==> config.mk <==
export PLATFORM = sky130hd
export DESIGN_NAME = activation_function_unit
export DESIGN_NICKNAME = d
export VERILOG_FILES = /design/src/sv/afu_pkg.sv /design/src/sv/activation_function_unit.sv
export SDC_FILE = /design/constraint.sdc
export NUM_CORES = 2
export LEC_CHECK = 0
export BUFFER_PORTS_ARGS = -buffer_cell sky130_fd_sc_hd__buf_2
export CORE_ASPECT_RATIO = 1.1
export CORE_MARGIN = 8
export CORE_UTILIZATION = 30
export CTS_CLUSTER_SIZE = 12
export DETAILED_ROUTE_END_ITERATION = 7
export HOLD_SLACK_MARGIN = 0.06
export PLACE_DENSITY_LB_ADDON = 0.25
export SYNTH_ARGS = -nofsm -noshare
export SYNTH_HDL_FRONTEND = slang
export SYNTH_SLANG_ARGS = --single-unit
==> constraint.sdc <==
create_clock -name clk -period 19.63 [get_ports clk]
set_input_delay 2.9445 -clock clk [delete_from_list [all_inputs] [get_ports clk]]
set_output_delay 2.9445 -clock clk [all_outputs]
set_load 0.05 [all_outputs]
==> src/sv/afu_pkg.sv <==
// Shared types and constants for the activation function unit.
// Holds the function mode codes, the action codes and the default sizes.
// No dependencies.
package afu_pkg;

	// Default word format: signed Q4.12.
	localparam int DATA_WIDTH_DEF = 16;
	localparam int FRAC_BITS_DEF = 12;

	// Width of the function mode register.
	localparam int MODE_W = 2;

	// Function mode register codes.
	typedef enum logic [MODE_W-1:0] {
		MODE_SIGMOID = 2'd0,
		MODE_RELU    = 2'd1,
		MODE_TANH    = 2'd2,
		MODE_PASS    = 2'd3
	} mode_t;

	// Action codes carried with each input word.
	localparam logic ACT_FORWARD = 1'b0;
	localparam logic ACT_DERIV   = 1'b1;

endpackage

==> src/sv/activation_function_unit.sv <==
// Activation function unit: sigmoid, clipped leaky ReLU, scaled tanh and pass-through, with derivatives.
// Seven-stage pipeline, one word per cycle; uses afu_pkg for mode and action codes.
//
//   channel   handshake                 payload
//   --------  ------------------------  ------------------------------------
//   input     start / busy              action, operand_value, last_in
//   config    cfg_valid / cfg_ready     cfg_data (function mode)
//   result    result_valid (strobe)     result_value, last_out
//
// A word is taken on every cycle with start high; busy is held low since the
// pipeline never stalls. Each result is on the ports for one cycle; its word passes through
// the seven register stages (input, operand prep, product and PLAN segment, select and
// saturate, reciprocal product, quotient fix, clamp).
// Reset clears the valid bits of every stage and sets the mode to sigmoid.
// The receiver cannot hold results off, so nothing inside ever waits.
module activation_function_unit
	import afu_pkg::*;
#(
	parameter int DATA_WIDTH = DATA_WIDTH_DEF,
	parameter int FRAC_BITS  = FRAC_BITS_DEF
) (
	input  logic                         clk,
	input  logic                         arst_n,
	input  logic                         start,
	output logic                         busy,
	input  logic                         action,
	input  logic signed [DATA_WIDTH-1:0] operand_value,
	input  logic                         last_in,
	input  logic                         cfg_valid,
	output logic                         cfg_ready,
	input  logic        [MODE_W-1:0]     cfg_data,
	output logic                         result_valid,
	output logic signed [DATA_WIDTH-1:0] result_value,
	output logic                         last_out
);

	// Internal widths, all derived from the word format.
	localparam int DW  = DATA_WIDTH;
	localparam int F   = FRAC_BITS;
	localparam int VW  = ((DW > F + 1) ? DW : F + 1) + 2;
	localparam int PW  = DW + VW;
	localparam int WV  = (((PW - F) > VW) ? PW - F : VW) + 2;
	localparam int NW  = DW + 6;
	localparam int CW  = (WV > NW) ? WV : NW;
	localparam int PAW = ((DW + 1 > F + 3) ? DW + 1 : F + 3) + 1;
	localparam int SW  = ((NW > F + 1) ? NW : F + 1) + 2;
	localparam int K   = NW;
	localparam int MW  = DW;

	// Reciprocal of 100 scaled by 2^K; the quotient from it is low by at most one.
	localparam logic [63:0]   RECIP64 = (64'd1 << K) / 64'd100;
	localparam logic [MW-1:0] RECIP   = RECIP64[MW-1:0];

	// Magnitude limit ahead of the divider: 100 times the largest output magnitude.
	localparam logic [CW-1:0] SAT_MAG = CW'(100) << (DW - 1);

	// Fixed-point one and the 0.01 constant in the widths where they are used.
	localparam logic signed [VW-1:0] ONE_V = VW'(1) << F;
	localparam logic signed [WV-1:0] ONE_W = WV'(1) << F;
	localparam logic signed [WV-1:0] PCT_W = WV'(((2 ** F) + 50) / 100);
	localparam logic signed [SW-1:0] ONE_S = SW'(1) << F;
	localparam logic signed [SW-1:0] HI_S  = (SW'(1) << (DW - 1)) - SW'(1);
	localparam logic signed [SW-1:0] LO_S  = -(SW'(1) << (DW - 1));

	// PLAN segment bounds and offsets.
	localparam logic [PAW-1:0] P_ONE  = PAW'(1) << F;
	localparam logic [PAW-1:0] P_FIVE = PAW'(5) << F;
	localparam logic [PAW-1:0] P_MID  = PAW'(19) << (F - 3);
	localparam logic [PAW-1:0] P_OFS0 = PAW'(27) << (F - 5);
	localparam logic [PAW-1:0] P_OFS1 = PAW'(5) << (F - 3);
	localparam logic [PAW-1:0] P_OFS2 = PAW'(1) << (F - 1);

	// Configuration register.
	mode_t mode_q;

	// Stage valid bits.
	logic v_s1, v_s2, v_s3, v_s4, v_s5, v_s6, v_s7;

	// Stage payload registers.
	logic                  act_s1, act_s2, act_s3;
	logic                  last_s1, last_s2, last_s3, last_s4, last_s5, last_s6, last_s7;
	mode_t                 mode_s1, mode_s2, mode_s3;
	logic signed [DW-1:0]  x_s1, x_s2, x_s3;
	logic        [DW:0]    pa_s2;
	logic signed [VW-1:0]  mulb_s2;
	logic signed [PW-1:0]  prod_s3;
	logic        [F:0]     plan_s3;
	logic                  neg_s4, neg_s5, neg_s6;
	logic                  div_s4, div_s5;
	logic                  base_s4, base_s5, base_s6;
	logic        [NW-1:0]  n_s4, n_s5;
	logic [NW+MW-1:0]      dprod_s5;
	logic        [NW-1:0]  mag_s6;
	logic signed [DW-1:0]  res_s7;

	// Combinational signals between stages.
	logic        [DW-1:0]  a_c;
	logic        [DW:0]    pa_c;
	logic signed [VW-1:0]  mulb_c;
	logic signed [PW-1:0]  prod_c;
	logic        [F:0]     plan_c;
	logic signed [WV-1:0]  v_c;
	logic                  div_c;
	logic                  base_c;
	logic                  neg_c;
	logic        [NW-1:0]  n_c;
	logic [NW+MW-1:0]      dprod_c;
	logic        [NW-1:0]  mag_c;
	logic signed [DW-1:0]  res_c;

	assign busy      = 1'b0;
	assign cfg_ready = 1'b1;

	// Function mode register.
	always_ff @(posedge clk or negedge arst_n) begin
		if (!arst_n) begin
			mode_q <= MODE_SIGMOID;
		end else if (cfg_valid && cfg_ready) begin
			mode_q <= mode_t'(cfg_data);
		end
	end

	// Valid bits travel down the pipeline one stage per cycle.
	always_ff @(posedge clk or negedge arst_n) begin
		if (!arst_n) begin
			v_s1 <= 1'b0;
			v_s2 <= 1'b0;
			v_s3 <= 1'b0;
			v_s4 <= 1'b0;
			v_s5 <= 1'b0;
			v_s6 <= 1'b0;
			v_s7 <= 1'b0;
		end else begin
			v_s1 <= start && !busy;
			v_s2 <= v_s1;
			v_s3 <= v_s2;
			v_s4 <= v_s3;
			v_s5 <= v_s4;
			v_s6 <= v_s5;
			v_s7 <= v_s6;
		end
	end

	// Stage 2 prep: magnitude, PLAN argument and the second multiplier operand.
	always_comb begin
		logic signed [DW:0] x_ext;
		x_ext = (DW + 1)'(x_s1);
		a_c   = x_s1[DW-1] ? DW'(-x_ext) : DW'(x_ext);
		pa_c  = (mode_s1 == MODE_TANH) ? {a_c, 1'b0} : {1'b0, a_c};
		if (mode_s1 == MODE_SIGMOID) begin
			mulb_c = ONE_V - VW'(x_s1);
		end else begin
			mulb_c = VW'(x_s1);
		end
	end

	// Stage 3 prep: one product and the PLAN piecewise-linear segment.
	always_comb begin
		logic [PAW-1:0] pa_w;
		pa_w   = PAW'(pa_s2);
		prod_c = PW'(x_s2) * PW'(mulb_s2);
		if (pa_w >= P_FIVE) begin
			plan_c = (F + 1)'(P_ONE);
		end else if (pa_w >= P_MID) begin
			plan_c = (F + 1)'((pa_w >> 5) + P_OFS0);
		end else if (pa_w >= P_ONE) begin
			plan_c = (F + 1)'((pa_w >> 3) + P_OFS1);
		end else begin
			plan_c = (F + 1)'((pa_w >> 2) + P_OFS2);
		end
	end

	// Stage 4 prep: select the value per mode, mark division and offset, saturate.
	always_comb begin
		logic signed [WV-1:0] xw;
		logic signed [WV-1:0] pf;
		logic signed [WV-1:0] tw;
		logic signed [WV-1:0] t2;
		logic        [CW-1:0] mag_w;
		xw     = WV'(x_s3);
		pf     = WV'(prod_s3 >>> F);
		tw     = signed'(WV'(plan_s3));
		t2     = (tw <<< 1) - ONE_W;
		v_c    = xw;
		div_c  = 1'b0;
		base_c = 1'b0;
		case (mode_s3)
			MODE_SIGMOID: begin
				if (act_s3 == ACT_DERIV) begin
					v_c = pf;
				end else if (x_s3[DW-1]) begin
					v_c = ONE_W - tw;
				end else begin
					v_c = tw;
				end
			end
			MODE_RELU: begin
				if (act_s3 == ACT_DERIV) begin
					v_c = (x_s3[DW-1] || (xw > ONE_W)) ? PCT_W : ONE_W;
				end else if (x_s3[DW-1]) begin
					div_c = 1'b1;
				end else if (xw > ONE_W) begin
					v_c    = xw - ONE_W;
					div_c  = 1'b1;
					base_c = 1'b1;
				end
			end
			MODE_TANH: begin
				if (act_s3 == ACT_DERIV) begin
					v_c   = ONE_W - pf;
					div_c = x_s3[DW-1];
				end else if (x_s3[DW-1]) begin
					v_c   = -t2;
					div_c = 1'b1;
				end else begin
					v_c = t2;
				end
			end
			default: begin
				if (act_s3 == ACT_DERIV) begin
					v_c = '0;
				end
			end
		endcase
		neg_c = v_c[WV-1];
		mag_w = neg_c ? CW'(-v_c) : CW'(v_c);
		n_c   = (mag_w > SAT_MAG) ? NW'(SAT_MAG) : NW'(mag_w);
	end

	// Stage 5 prep: magnitude times the reciprocal of 100.
	assign dprod_c = (NW + MW)'(n_s4) * (NW + MW)'(RECIP);

	// Stage 6 prep: quotient with a one-step correction, or the magnitude itself.
	always_comb begin
		logic [NW-1:0] q0;
		logic [NW:0]   rem;
		logic [NW-1:0] q;
		q0  = NW'(dprod_s5 >> K);
		rem = (NW + 1)'(n_s5) - ((NW + 1)'(q0) * (NW + 1)'(100));
		q   = (rem >= (NW + 1)'(100)) ? q0 + NW'(1) : q0;
		mag_c = div_s5 ? q : n_s5;
	end

	// Stage 7 prep: restore the sign, add the offset and clamp to the word range.
	always_comb begin
		logic signed [SW-1:0] smag;
		logic signed [SW-1:0] sum;
		smag = signed'(SW'(mag_s6));
		sum  = (neg_s6 ? -smag : smag) + (base_s6 ? ONE_S : SW'(0));
		if (sum > HI_S) begin
			res_c = DW'(HI_S);
		end else if (sum < LO_S) begin
			res_c = DW'(LO_S);
		end else begin
			res_c = DW'(sum);
		end
	end

	// Pipeline payload registers.
	always_ff @(posedge clk) begin
		act_s1  <= action;
		x_s1    <= operand_value;
		last_s1 <= last_in;
		mode_s1 <= mode_q;

		act_s2  <= act_s1;
		x_s2    <= x_s1;
		last_s2 <= last_s1;
		mode_s2 <= mode_s1;
		pa_s2   <= pa_c;
		mulb_s2 <= mulb_c;

		act_s3  <= act_s2;
		x_s3    <= x_s2;
		last_s3 <= last_s2;
		mode_s3 <= mode_s2;
		prod_s3 <= prod_c;
		plan_s3 <= plan_c;

		last_s4 <= last_s3;
		neg_s4  <= neg_c;
		div_s4  <= div_c;
		base_s4 <= base_c;
		n_s4    <= n_c;

		last_s5  <= last_s4;
		neg_s5   <= neg_s4;
		div_s5   <= div_s4;
		base_s5  <= base_s4;
		n_s5     <= n_s4;
		dprod_s5 <= dprod_c;

		last_s6 <= last_s5;
		neg_s6  <= neg_s5;
		base_s6 <= base_s5;
		mag_s6  <= mag_c;

		last_s7 <= last_s6;
		res_s7  <= res_c;
	end

	// Result word straight from the last stage.
	assign result_valid = v_s7;
	assign result_value = res_s7;
	assign last_out     = last_s7;

endmodule
Word-level counts from Yosys, hierarchy flattened. Index checks and enable logic that the tools add are counted.

Flip-flop bits (word level): 283. Input bits: 24. Output and inout bits: 20. Logic and storage cells: 104.

$add $sub $neg: 15. Multipliers: 3. Order comparisons: 8. Equality and inequality tests: 3. Muxes and demuxes: 27. Bitwise gates (word level): 1. Reductions and logical operators: 4.

Operator list (number): $mux 24 (10); $pmux 24 s3 (1); $mux 13 (4); $mux 16 (3); $mul 22x16->38 const B (1); $mul 16x18->34 (1); $add 13x12->13 const B (2); $add 24x14->24 (1); $gt 24x16->1 const B (1); $gt 24x22->1 const B (1); $lt 24x16->1 const B (1); $neg 15->24 (1); $neg 22->24 (1); $neg 24->24 (1); $ge 23x7->1 const B (1); $sub 14x22->23 const A (1); $sub 22x23->23 (1); $mux 22 (1); $mul 16x5->21 const B (1); $mux 18 (1); $add 16x1->17 const B (1); $ge 17x13->1 const B (1); $ge 17x14->1 const B (1); $ge 17x15->1 const B (1); other kinds (16) (22).

Logic depth before layout (Yosys ltp).
Word-level depth: 8. Gate-level depth with buffers: 27. Mapped depth without buffers: 26.

Worst setup path after synthesis. OpenSTA, ideal clock, no wires.

Kind: flip-flop to flip-flop. From: register x_s2[6]. To: register prod_s3[31]. Setup time: 118 ps. Arrival time: 6128 ps. Data required time: 19512 ps. Slack: 13385 ps. Stages on the path, launching flop included: 26. Path buffers: 2. Period minus slack after synthesis: 6245 ps. Cells stage by stage: dfxtp_1 > clkbuf_1 > clkbuf_1 > nand2_1 > fa_1 > inv_1 > fa_1 > inv_1 > fa_1 > inv_1 > fa_1 > inv_1 > fa_1 > inv_1 > fa_1 > ha_1 > o21a_1 > o21a_1 > o211ai_1 > a21oi_1 > o21ai_0 > nand2_1 > a221oi_1 > o21ai_0 > o21a_1 > xor2_1.

Longest elaborated chain between the ends: 1.

Ends and longest elaborated chain: from (decl) (line activation_function_unit.sv:83) `logic signed [DW-1:0] x_s1, x_s2, x_s3;`; from (signal assigned) (line activation_function_unit.sv:267) `x_s2 <= x_s1;`; $mul 16x18->34 (line activation_function_unit.sv:161) `prod_c = PW'(x_s2) * PW'(mulb_s2);`; net prod_c[31] (line activation_function_unit.sv:100) `logic signed [PW-1:0] prod_c;`; to (signal assigned) (line activation_function_unit.sv:277) `prod_s3 <= prod_c;`; to (decl) (line activation_function_unit.sv:86) `logic signed [PW-1:0] prod_s3;`.

The timed path passes the listed nets, and every way through them passes these cells. A chain may end at the register's enable or synchronous reset.

Worst setup path in the final report.
From: register x_s2[5]. To: register prod_s3[31].

Same word-level chain as after synthesis.

==> results.yml <==
outcome:
  status: "completed"
global_route:
  antenna_found_initial: 1
  grt_pass1_vias: 22903
  grt_pass1_wl_mm: 126
  grt_max_degree: 57
  grt_use_total: 0.142
  overflow: 0
die:
  rows: 121
  coreArea_sq_um: 98900
  die_area_sq_um: 110000
  start_util: 0.302
  die_x_microns: 317
  ioPinCount: 44
  dieHeight_microns: 347
finish:
  utilization: 0.328
  antenna_cells: 0
  drive_above_1_share: 0.0546
  multi_input_area_sq_um: 22400
  nNetsFinal: 3965
  regArea_sq_um: 4990
  area_delta_synth_final_pct: 8.69
  fillers: 10318
detailed_routing:
  dr.pass1.iters: 5
  routed_wl_mm: 77.1
  antenna_left: 0
  first_iter_violations: 1091
  vias_per_cell: 4.77
  wl_per_cell_microns: 17.3
  drc: 0
  vias: 21267
clock_tree:
  cts_sinks: 247
  hold_buffers: 0
  post-cts-setup-buffers: 0
  tritoncts: "yes"
  cts_resized: 0
  insertion_delay_ps: 600
  cts.clk_slew.worst_paths_ps: 60
  htreeDepth: 1
  cts_buffers: 31
  clock_path_buffers: 3
  cts-root-buf: "clkbuf_16"
setup_path:
  cp.required_ps: 20120
  cp-end-kind: "flip-flop"
  path_max_fanout: 18
  cp-start-kind: "flip-flop"
  path_class: "flip-flop to flip-flop"
  crit_arrival_ps: 7580
  rr_worst_depth: 21
synth:
  yosysMostFrequentCell: "inv_1"
  synth.distinct_cells: 96
  netlist_area_sq_um: 29800
  synth_top_area_cell: "fa_1"
  synthTopCellsByCount: "inv_1, fa_1, ha_1"
  ys.warnings.count: 0
  seq_area_frac_synth: 0.167
  synth_edf_count: 0
  synth-main-ff-cell: "dfxtp_1"
  ys_seq_elements: 247
  yosys-top-cells-area: "fa_1, dfxtp_1, ha_1"
  yosys.area.top_type_share: 0.294
  synth_nets: 3979
  syn_inst: 3160
  syn_avg_cell_area_sq_um: 9.44
  async_flop_share: 0.0364
hold_path:
  hp-class: "flip-flop to flip-flop"
  hold_depth: 0
timing:
  worstMarginPinSlew_ps: 1050
  fmax_ghz: 0.141
  timing.final.crit_period_ps: 7090
  hold_viol: 0
  period_share: 0.361
  slew_headroom: 0.299
  setup_tns_ps: 0
  rsz0062_at_grt: "false"
  drv_slew: 0
  setup_viol: 0
  final.setup_skew_ps: 32.9
job:
  cap_violations: 0
place:
  io_buffer_count: 41
  place_congestion: 0.889
  dp_hpwl_mm: 63.6
[sequential cells by signal (all words and copies together), names as in the netlist, 16 cells and up]
name          flops
mulb_s2          17
result_value     16
n_s4             22
x_s3             16
mag_s6           22
pa_s2            17
x_s1             16
dprod_s5         17
prod_s3          22
n_s5             21
[layout by cell type (no fill, tap or decap), types with 11 or more instances in the layout]
master / synthesis / final
inv_1: 539 / 539
fa_1: 439 / 439
ha_1: 356 / 356
nand2_1: 265 / 265
dfxtp_1: 238 / 237
nor2_1: 130 / 130
and2_1: 113 / 113
a21oi_1: 99 / 99
o21ai_0: 86 / 86
xor2_1: 82 / 82
xnor2_1: 80 / 80
buf_2: 8 / 41
nor3_1: 40 / 39
nand2b_1: 36 / 36
clkbuf_16: 0 / 31
a31oi_1: 30 / 30
nand3_1: 29 / 29
a211oi_1: 29 / 29
nor2b_1: 29 / 29
mux2i_1: 27 / 27
or3_1: 25 / 25
o31ai_1: 24 / 24
a21o_1: 22 / 22
nor4_1: 21 / 21
buf_4: 3 / 21
or4_1: 19 / 19
and3_1: 18 / 18
nand4_1: 16 / 16
nand3b_1: 12 / 12
o21a_1: 12 / 12
or2_2: 11 / 11
[through the flow]
stage               hold WS (ps)  setup WS [ps]  instances  instance area [sq um]
floorplan                    310          13380       3160                  29800
global placement             310          12520       4404                  31400
detailed placement           313          12440       4404                  31400
CTS                          326          12390       4460                  32400
global route                 328          12070       4460                  32400
finish                       323          12540       4460                  32400
[critical path: stages, from the launching register on]
cell and delay [ps]:
dfxtp_1 770, nand2_1 160, fa_1 540, inv_1 50
fa_1 540, ha_1 140, inv_1 50, fa_1 550
fa_1 450, fa_1 550, inv_1 40, ha_1 290
o21ai_0 80, a21oi_1 80, a221oi_1 660, a211oi_1 300
o21ai_0 470, nand2_1 190, a221oi_1 420, o21ai_0 240
o21a_1 240, xor2_1 130
[layout make-up]
class	count	share of cell area
Multi-Input combinational cell	2262	0.690
Timing Repair Buffer	62	0.0112
Clock buffer	43	0.0268
Tap cell	1291	0.0498
Clock inverter	13	0.00552
Inverter	542	0.0627
Sequential cell	247	0.154
[routing by layer]
metal	track usage	routed length, microns	vias to the layer above
met4	0.0312	1740	0
met5	0	0	-
met1	0.174	33100	10497
met3	0.0149	2280	113
met2	0.264	40000	365
li1	-	-	10292
[cells by family (layout without fill, tap and decap cells)]
kind of cell / Yosys count / count (layout) / synth area share
other: 2 / 2 / 0.000252
flip-flops: 247 / 247 / 0.167
adder cells (fa/ha/maj): 795 / 795 / 0.444
XOR/XNOR: 165 / 165 / 0.0492
buffers and inverters: 651 / 660 / 0.0831
multiplexers: 32 / 32 / 0.0109
AO/OA/AOI/OAI: 452 / 452 / 0.104
AND/OR/NAND/NOR: 816 / 816 / 0.142
[worst paths after layout]
check / start / to / slack [ps]
max: x_s2[5] / prod_s3[31] / 12540
min: last_s5 / last_s6 / 320
max reg2reg: x_s2[5] / prod_s3[31] / 12540
min reg2reg: last_s5 / last_s6 / 320
max in group asynchronous: arst_n / v_s6 / 17270
min in group asynchronous: arst_n / mode_q[1] / 2180
Power is left out: the tool's default activity adds up to more than one toggle a clock period on the data nets, which glitch-free logic cannot reach.
